### config.mk
export PLATFORM = sky130hd
export DESIGN_NAME = kwos_ctrl
export DESIGN_NICKNAME = d
export VERILOG_FILES = /design/src/hdl/kwos_pkg.sv /design/src/hdl/kwos_ctrl.sv
export SDC_FILE = /design/constraint.sdc
export NUM_CORES = 1
export LEC_CHECK = 0
export ABC_AREA = 1
export BUFFER_PORTS_ARGS = -buffer_cell sky130_fd_sc_hd__buf_2
export CAP_MARGIN = 20
export CORE_AREA = 2 2 39 41
export CTS_BUF_LIST = sky130_fd_sc_hd__clkbuf_8
export CTS_CLUSTER_DIAMETER = 200
export DETAILED_ROUTE_END_ITERATION = 7
export DIE_AREA = 0 0 41 43
export SYNTH_ARGS = -nofsm -noshare
export SYNTH_HDL_FRONTEND = slang
export SYNTH_SLANG_ARGS = --single-unit
### constraint.sdc
create_clock -name clk -period 1.45 [get_ports clk]
set_clock_uncertainty 0.05 [all_clocks]
set_input_delay 0.3625 -clock clk [delete_from_list [all_inputs] [get_ports clk]]
set_output_delay 0.3625 -clock clk [all_outputs]
set_load 0.01 [all_outputs]
### src/hdl/kwos_pkg.sv
`timescale 1ns / 1ps
`default_nettype none
// ---------------------------------------------------------------------------
// kwos_pkg: shared types and constants
// Field widths, command codes and controller/datapath handshake structs.
// ---------------------------------------------------------------------------
package kwos_pkg;

  localparam int MAX_SITES_DEF = 1024;
  localparam int CMD_W         = 2;
  localparam int SEQ_W         = 16;
  localparam int POS_W         = 32;
  localparam int LEN_W         = 8;
  localparam logic [LEN_W-1:0] LEN_RST = 8'd30;

  typedef enum logic [CMD_W-1:0] {
    CMD_CLEAR = 2'd0,
    CMD_LOAD  = 2'd1,
    CMD_QUERY = 2'd2,
    CMD_NOP   = 2'd3
  } kwos_op_t;

  // controller -> datapath
  typedef struct packed {
    logic accept;    // input item taken this cycle
    logic rd_issue;  // read next table entry
    logic res_set;   // move pending result into output register
  } kwos_ctl_t;

  // datapath -> controller
  typedef struct packed {
    logic count_zero;  // table empty
    logic issue_last;  // current read is the last valid entry
  } kwos_sts_t;

endpackage
`default_nettype wire

### src/hdl/kwos_ctrl.sv
`timescale 1ns / 1ps
`default_nettype none
// ---------------------------------------------------------------------------
// kwos_ctrl: sequencing controller
// Takes one item, steps the table scan for queries, hands off the result.
// ---------------------------------------------------------------------------
module kwos_ctrl import kwos_pkg::*; (
  input  wire logic      clk,
  input  wire logic      rst_n,
  input  wire logic      in_valid,
  input  wire kwos_op_t  in_cmd,
  output      logic      in_ready,
  output      logic      out_valid,
  input  wire logic      out_ready,
  output      kwos_ctl_t ctl,
  input  wire kwos_sts_t sts
);

  typedef enum logic [3:0] {
    ST_IDLE  = 4'b0001,
    ST_SCAN  = 4'b0010,
    ST_DRAIN = 4'b0100,
    ST_DONE  = 4'b1000
  } state_t;

  state_t state_r, state_nxt;
  logic   out_valid_r, out_valid_nxt;
  logic   slot_free;

  assign slot_free = !out_valid_r || out_ready;
  assign in_ready  = (state_r == ST_IDLE);

  always_comb begin
    state_nxt     = state_r;
    out_valid_nxt = out_valid_r && !out_ready;
    ctl           = '0;
    case (state_r)
      ST_IDLE: begin
        if (in_valid) begin
          ctl.accept = 1'b1;
          if (in_cmd == CMD_QUERY && !sts.count_zero) begin
            state_nxt = ST_SCAN;
          end else begin
            state_nxt = ST_DONE;
          end
        end
      end
      ST_SCAN: begin
        ctl.rd_issue = 1'b1;
        if (sts.issue_last) begin
          state_nxt = ST_DRAIN;
        end
      end
      ST_DRAIN: state_nxt = ST_DONE;  // last compare lands this cycle
      ST_DONE: begin
        if (slot_free) begin
          ctl.res_set   = 1'b1;
          out_valid_nxt = 1'b1;
          state_nxt     = ST_IDLE;
        end
      end
      default: state_nxt = ST_IDLE;
    endcase
  end

  always_ff @(posedge clk) begin
    if (!rst_n) begin
      state_r     <= ST_IDLE;
      out_valid_r <= 1'b0;
    end else begin
      state_r     <= state_nxt;
      out_valid_r <= out_valid_nxt;
    end
  end

  assign out_valid = out_valid_r;

endmodule
`default_nettype wire

Yosys cells after proc, flatten, opt, wreduce, memory -nomap -nowiden

Cells that the tools add are included.

Bits in registers: 5
Latch bits: 0
RAM bits: 0
Bits in read-only memories: 0
Input port bits: 8
Output and inout bits: 5
Word-level logic and storage cells: 29
Memories: 0

Add/subtract/negate cells: 0
$mul: 0
Divide/modulo/power cells: 0
Magnitude comparators: 0
Equality and inequality tests: 8
Shift-type cells: 0
Mux-type cells: 12
Bitwise gates (word level): 0
Reductions and logical operators: 7

Operators by type and width:

| operator                                                              | number |
|---|---|
| 4-bit two-way mux                                                     | 4 |
| 4-bit case mux with 4 select lines                                    | 1 |
| 1-bit two-way mux                                                     | 7 |
| 2-bit != test, second input constant                                  | 3 |
| 4-bit by 1-bit equality test with 1-bit output, second input constant | 1 |
| 4-bit by 2-bit equality test with 1-bit output, second input constant | 1 |
| 4-bit by 3-bit equality test with 1-bit output, second input constant | 1 |
| 4-bit equality test, second input constant                            | 1 |
| 1-bit logical NOT                                                     | 3 |
| 3-bit AND reduction                                                   | 1 |
| 2-bit equality test, second input constant                            | 1 |
| 1-bit logical AND                                                     | 2 |
| 1-bit logical OR                                                      | 1 |

Longest topological paths before layout

Gate-level depths: netlist of run 1.

Depth after elaboration: 5
Mapped depth: 7
Gate-level depth less buffers: 7

Least setup slack after synthesis of run 1

Ideal clock, no wire load.

Kind: reg2out
Start: register state_r[3]
End: output port ctl[0] (netlist name)
Data arrival time: 0.724 ns
Slack: 0.314 ns
Stages on the path, launching flop included: 5
Buffers on the path: 0
Path through: dfxtp_1 -> inv_1 -> nor2_1 -> nand2_1 -> nor2_1

RTL lines:

| item                   | RTL line        | source |
|---|---|---|
| start, declared        | kwos_ctrl.sv:26 | `state_t state_r, state_nxt;` |
| start signal, assigned | kwos_ctrl.sv:71 | `state_r <= state_nxt;` |
| end, declared          | kwos_ctrl.sv:15 | `output kwos_ctl_t ctl,` |

==> results.md, run 1 <==
* Outcome: completed
* Power Density at 1300 nW/um2
* Slowest stage delay, CP at 0.34 ns
* Core ar. at 1380 um2
* Vias after detailed routing at 326
* Initial antenna violation count at 0
* Adder-Cell Fraction of Synth Area at 0%
* Max Slew Vio Count at 0
* Unique cell type count in the Yosys netlist at 13
* Final GP Congestion at 0.774
* DRT iter0 DRCs at 9
* Met3 Routed Length at 55 um
* Vias in the first global route at 270
* Multi-input logic area at 161 um2
* Leakage at 0.250 nW
* CTS root buf: clkbuf_8
* DR WL/cell at 7.95 um
* Crit-path slowest cell: dfxtp_2
* CTS sink count at 5
* Total grt overflow at 0
* CP Max Fanout at 3
* Clk slew on worst S/H paths at 0.04 ns
* Top Metal Used: met4
* Final setup violation count at 0
* Setup crit end kind: output pin
* NumNets Final at 73
* Routed WL at 636 um
* Power Total at 600 uW
* Core Rows at 14
* Gate Count Post-Synth at 45
* # fillers at 153
* Die ar. at 1760 um2
* Reg2Reg Setup Slack at 0.31 ns
* Synth Area per Inst at 6.40 um2
* Synth Area in Compound Gates at 7.83%
* Synthesis Warnings at 0
* Share of cells above drive strength 1 at 45.3%
* Worst-path cell chain: inv_2 > nor2_4 > nand2_2 > nor2_4 > buf_6
* VDD IR-drop max at 0.000620 V
* Multiplexer share of the synthesized area at 0%
* Startpoint types: flip-flop
* Die Width at 41 um
* DRT antenna net count at 0
* RSZ-0062 raised after global routing: yes
* Dpl cells at 73
* Simple-Gate Fraction of Synth Area at 43.0%
* Clk buf depth at 2
* Setup Crit Path Kind: reg -> out
* Clock latency on the worst-skew pair at 0.22 ns
* DRT met1 WL at 243 um
* Diode count at 0
* Total global-route track usage at 9.05%
* Most Frequent Cell on Critical Path: nor2_4
* Clock H-tree levels at 1
* DRT Pass-1 Iters at 2
* Most frequent cells in the layout: inv_1, buf_2, nand2_1, nor2_1, nand3_1
* # DRC at 0
* Syn_nets at 53
* Post-synthesis xor/xnor area fraction at 0%
* Register area at 106 um2
* #FFs+latches synth at 5
* Largest family of logic cells by synthesized area: simple AND/OR/NAND/NOR gates
* Register area share after synthesis at 34.8%
* Largest net degree at the start of global routing at 5
* Global-route wire length before repair at 1010 um
* IO Pins at 13
* Die H at 43 um
* Synth-to-layout area growth at 60.9%
* Fin. Hold Viols at 0
* Critical path arrival at 1.01 ns
* Number of port buffers at 12
* Relative slew slack at 82.7%
* Number of max-cap violations at 0
* Final worst-path cycle share at 98.4%
* FMAX at 701 MHz
* Tightest Pin Transition at 0.258 ns
* Via density at 4.08
* Minimum clock period at 1.43 ns
* Required time of the critical path at 1.04 ns
* CTS buffer count at 3
* Min-delay worst type: in -> reg
* Dpl hpwl at 531 um
* Met2 routed WL at 328 um
* Non-filler cells, final at 80
* CTS tree: yes
* Starting density of the core at 20.8%
* Synth Cell Area at 288 um2
[what timing repair did]
action / CTS / global route
hold buffers: 0 / 0
pin swaps: 0 / 2
gates resized for setup: 6 / 4
buffers inserted: 1 / 2
endpoints found under the setup margin: 3 / 4
[through the flow]
stage / utilization [%] / worst slack, ns / cell area [um2] / setup TNS, ns / hold slack [ns]
after floorplan: - / 0.314 / 288 / 0 / 0.433
after global placement: 26.6 / 0.211 / 368 / 0 / 0.484
after detailed placement: 26.6 / 0.208 / 368 / 0 / 0.485
after CTS: 31.4 / 0.00801 / 434 / 0 / 0.326
after global routing: 33.5 / -0.0629 / 463 / -0.123 / 0.347
final: 33.5 / 0.0225 / 463 / 0 / 0.327
[worst max-delay path, delay by kind of cell (launching register included)]
| family | cells | cell delay [ns] |
|---|---|---|
| DFF | 1 | 0.34 |
| and+or+nand+nor | 3 | 0.30 |
| buffers and inverters | 2 | 0.15 |
[worst paths after layout]
path                            from                 endpoint  cells after the start
min                            rst_n  state_r[3]$_SDFFE_PN0P_                      3
max          state_r[0]$_SDFFE_PN1P_                   ctl[2]                      5
min reg2reg     out_valid$_SDFF_PN0_     out_valid$_SDFF_PN0_                      4
max reg2reg  state_r[1]$_SDFFE_PN0P_  state_r[2]$_SDFFE_PN0P_                      6
[where the power goes]
group | switching (mW) | internal, mW | total, mW | leakage [nW]
Clock | 0.0676 | 0.181 | 0.249 | 0.0269
Combinational | 0.0977 | 0.0851 | 0.183 | 0.181
Sequential | 0.0134 | 0.155 | 0.168 | 0.0417
Total | 0.179 | 0.421 | 0.600 | 0.250
[sequential cells by signal (all words and copies together), names as in the netlist]
signal     cells
out_valid      1
state_r        4
[area by class of cell]
| type | instances | area share, % |
|---|---|---|
| Sequential cell | 5 | 23.0 |
| Clock inverter | 1 | 0.811 |
| Timing Repair Buffer | 15 | 19.2 |
| Multi-Input combinational cell | 29 | 34.9 |
| Tap cell | 16 | 4.32 |
| Inverter | 11 | 8.92 |
| Clock buffer | 3 | 8.92 |
[logic make-up after synthesis]
kind of cell / after synthesis
AOI/OAI and AO/OA: 4
buffers and inverters: 11
DFF: 5
and+or+nand+nor: 25
[cell usage after synthesis]
cell type | count | area share, %
a21oi_1 | 2 | 3.5
dfxtp_1 | 5 | 35
inv_1 | 11 | 14
nand2_1 | 6 | 7.8
nand2_2 | 1 | 2.2
nand3_1 | 5 | 8.7
nand3_2 | 1 | 3.5
nor2_1 | 7 | 9.1
nor2_2 | 2 | 4.3
nor2_4 | 1 | 3.9
nor3_1 | 2 | 3.5
o21ai_1 | 1 | 1.7
o21bai_1 | 1 | 2.6
[metal layers]
metal | vias to the layer above | GRT usage (%)
met3 | 2 | 9.42
met2 | 8 | 12.8
met4 | 0 | 2.00
met1 | 141 | 9.06
met5 | - | 0
li1 | 175 | -
Power figures use the tool's default switching activity.
==> inputs of run 2 (changes only) <==
- SETUP_SLACK_MARGIN: not set -> 0.05
- SLEW_MARGIN: not set -> 20
==> results.md, run 2 (same netlist as run 1, synthesis figures left out) <==
* Outcome: completed (unchanged)
* Crit-path slowest cell: dfxtp_4 (was dfxtp_2)
* CTS buffer count at 3 (unchanged)
* Fin. Hold Viols at 0 (unchanged)
* Slowest stage delay, CP at 0.36 ns (was 0.34 ns)
* Number of max-cap violations at 0 (unchanged)
* Final GP Congestion at 0.774 (unchanged)
* Vias after detailed routing at 332 (was 326)
* Min-delay worst type: in -> reg (unchanged)
* DRT antenna net count at 0 (unchanged)
* DR WL/cell at 9.35 um (was 7.95 um)
* Total global-route track usage at 9.56% (was 9.05%)
* RSZ-0062 raised after global routing: yes (unchanged)
* Power Total at 655 uW (was 600 uW)
* Core ar. at 1380 um2 (unchanged)
* Initial antenna violation count at 0 (unchanged)
* Met2 routed WL at 424 um (was 328 um)
* Top Metal Used: met4 (unchanged)
* Most frequent cells in the layout: buf_2, inv_1 (was inv_1, buf_2, nand2_1, nor2_1, nand3_1)
* Met3 Routed Length at 55 um (unchanged)
* DRT Pass-1 Iters at 2 (unchanged)
* Max FFs per register at 4 (unchanged)
* Hold_buf cts at 0 (unchanged)
* Most flops, register: state_r (unchanged)
* Via density at 4.10 (was 4.08)
* Startpoint types: flip-flop (unchanged)
* Global-route wire length before repair at 1070 um (was 1010 um)
* Share of cells above drive strength 1 at 52.3% (was 45.3%)
* FMAX at 704 MHz (was 701 MHz)
* Largest net degree at the start of global routing at 5 (unchanged)
* Die ar. at 1760 um2 (unchanged)
* Worst-path cell chain: inv_2 > nor2_4 > nand2_4 > nor2_4 > buf_6 (was inv_2 > nor2_4 > nand2_2 > nor2_4 > buf_6)
* Tightest Pin Transition at 0.278 ns (was 0.258 ns)
* Core Rows at 14 (unchanged)
* CTS tree: yes (unchanged)
* DRT iter0 DRCs at 7 (was 9)
* NumNets Final at 74 (was 73)
* Die Width at 41 um (unchanged)
* Required time of the critical path at 1.04 ns (about the same)
* Clock latency on the worst-skew pair at 0.22 ns (about the same)
* Most Frequent Cell on Critical Path: nor2_4 (unchanged)
* CTS root buf: clkbuf_8 (unchanged)
* Leakage at 0.262 nW (was 0.250 nW)
* Setup crit end kind: output pin (unchanged)
* Power Density at 1320 nW/um2 (was 1300 nW/um2)
* Setup Crit Path Kind: reg -> out (unchanged)
* Die H at 43 um (unchanged)
* Clk slew on worst S/H paths at 0.03 ns (was 0.04 ns)
* Critical path arrival at 1.01 ns (about the same)
* CP Max Fanout at 3 (unchanged)
* Relative slew slack at 81.4% (was 82.7%)
* Reg2Reg Setup Slack at 0.24 ns (was 0.31 ns)
* VDD IR-drop max at 0.000663 V (was 0.000620 V)
* Clk buf depth at 2 (unchanged)
* Max Slew Vio Count at 0 (unchanged)
* Minimum clock period at 1.42 ns (was 1.43 ns)
* Design area at 498 um2 (was 463 um2)
* IO Pins at 13 (unchanged)
* Starting density of the core at 20.8% (unchanged)
* Routed WL at 757 um (was 636 um)
* Final worst-path cycle share at 98.0% (was 98.4%)
* Vias in the first global route at 291 (was 270)
* CTS sink count at 5 (unchanged)
* Final setup violation count at 0 (unchanged)
* Post-DP Area at 368 um2 (unchanged)
* Clock H-tree levels at 1 (unchanged)
* Diode count at 0 (unchanged)
* # DRC at 0 (unchanged)
* Synth-to-layout area growth at 73.0% (was 60.9%)
* Total grt overflow at 0 (unchanged)
* DRT met1 WL at 269 um (was 243 um)
* Number of port buffers at 12 (unchanged)
* Dpl hpwl at 531 um (unchanged)
* Most common cell after layout, fill and taps aside: buf_2
[run 2: changes by cell type in the layout (fill, tap and decap cells not counted), sizes merged]
cell	previous run	this run
buf	15	16
[run 2: power by group]
group	switching, mW	total, mW	internal [mW]
Clock	0.0672	0.249	0.181
Sequential	0.0175	0.174	0.156
Combinational	0.119	0.233	0.114
[run 2: layout make-up]
class | count | area [um2]
Clock inverter | 1 | 3.75
Timing Repair Buffer | 16 | 103
Clock buffer | 3 | 41.3
Multi-Input combinational cell | 29 | 179
Tap cell | 16 | 20.0
Sequential cell | 5 | 110
Fill cell | 157 | 886
Inverter | 11 | 41.3
[run 2: worst paths after layout]
path | startpoint | end | depth (start not counted)
worst max-delay path | state_r[0]$_SDFFE_PN1P_ | ctl[2] | 5
worst min-delay path | rst_n | state_r[3]$_SDFFE_PN0P_ | 3
worst max register to register | state_r[0]$_SDFFE_PN1P_ | state_r[3]$_SDFFE_PN0P_ | 8
worst min register to register | out_valid$_SDFF_PN0_ | out_valid$_SDFF_PN0_ | 4
[run 2: per-stage QoR]
stage          setup WS (ns)  TNS [ns]  util (%)  hold slack [ns]  instances
2_1_floorplan          0.314         0         -            0.433         45
5_1_grt              -0.0369   -0.0711      36.0            0.347         81
4_1_cts               0.0163         0      32.5            0.326         80
3_3_place_gp           0.211         0      26.6            0.484         73
6_report              0.0287         0      36.0            0.327         81
3_5_place_dp           0.208         0      26.6            0.485         73
[run 2: layer usage]
layer	track usage, %	up-vias
met2	14.4	8
met3	9.42	2
li1	-	175
met1	9.06	147
met4	2.00	0
met5	0	-
[run 2: repair_timing]
action,4_1_cts,5_1_grt
resized for setup,8,11
pin swaps,0,1
buffers inserted,3,1
hold endpoints to repair,0,0
gates cloned,0,0
endpoints found under the setup margin,4,4
[run 2: worst max-delay path: cells and delay by family, from the launching register on]
family,cells,cell delay (ns)
AND/OR/NAND/NOR,3,0.27
flip-flops,1,0.36
buffers and inverters,2,0.14
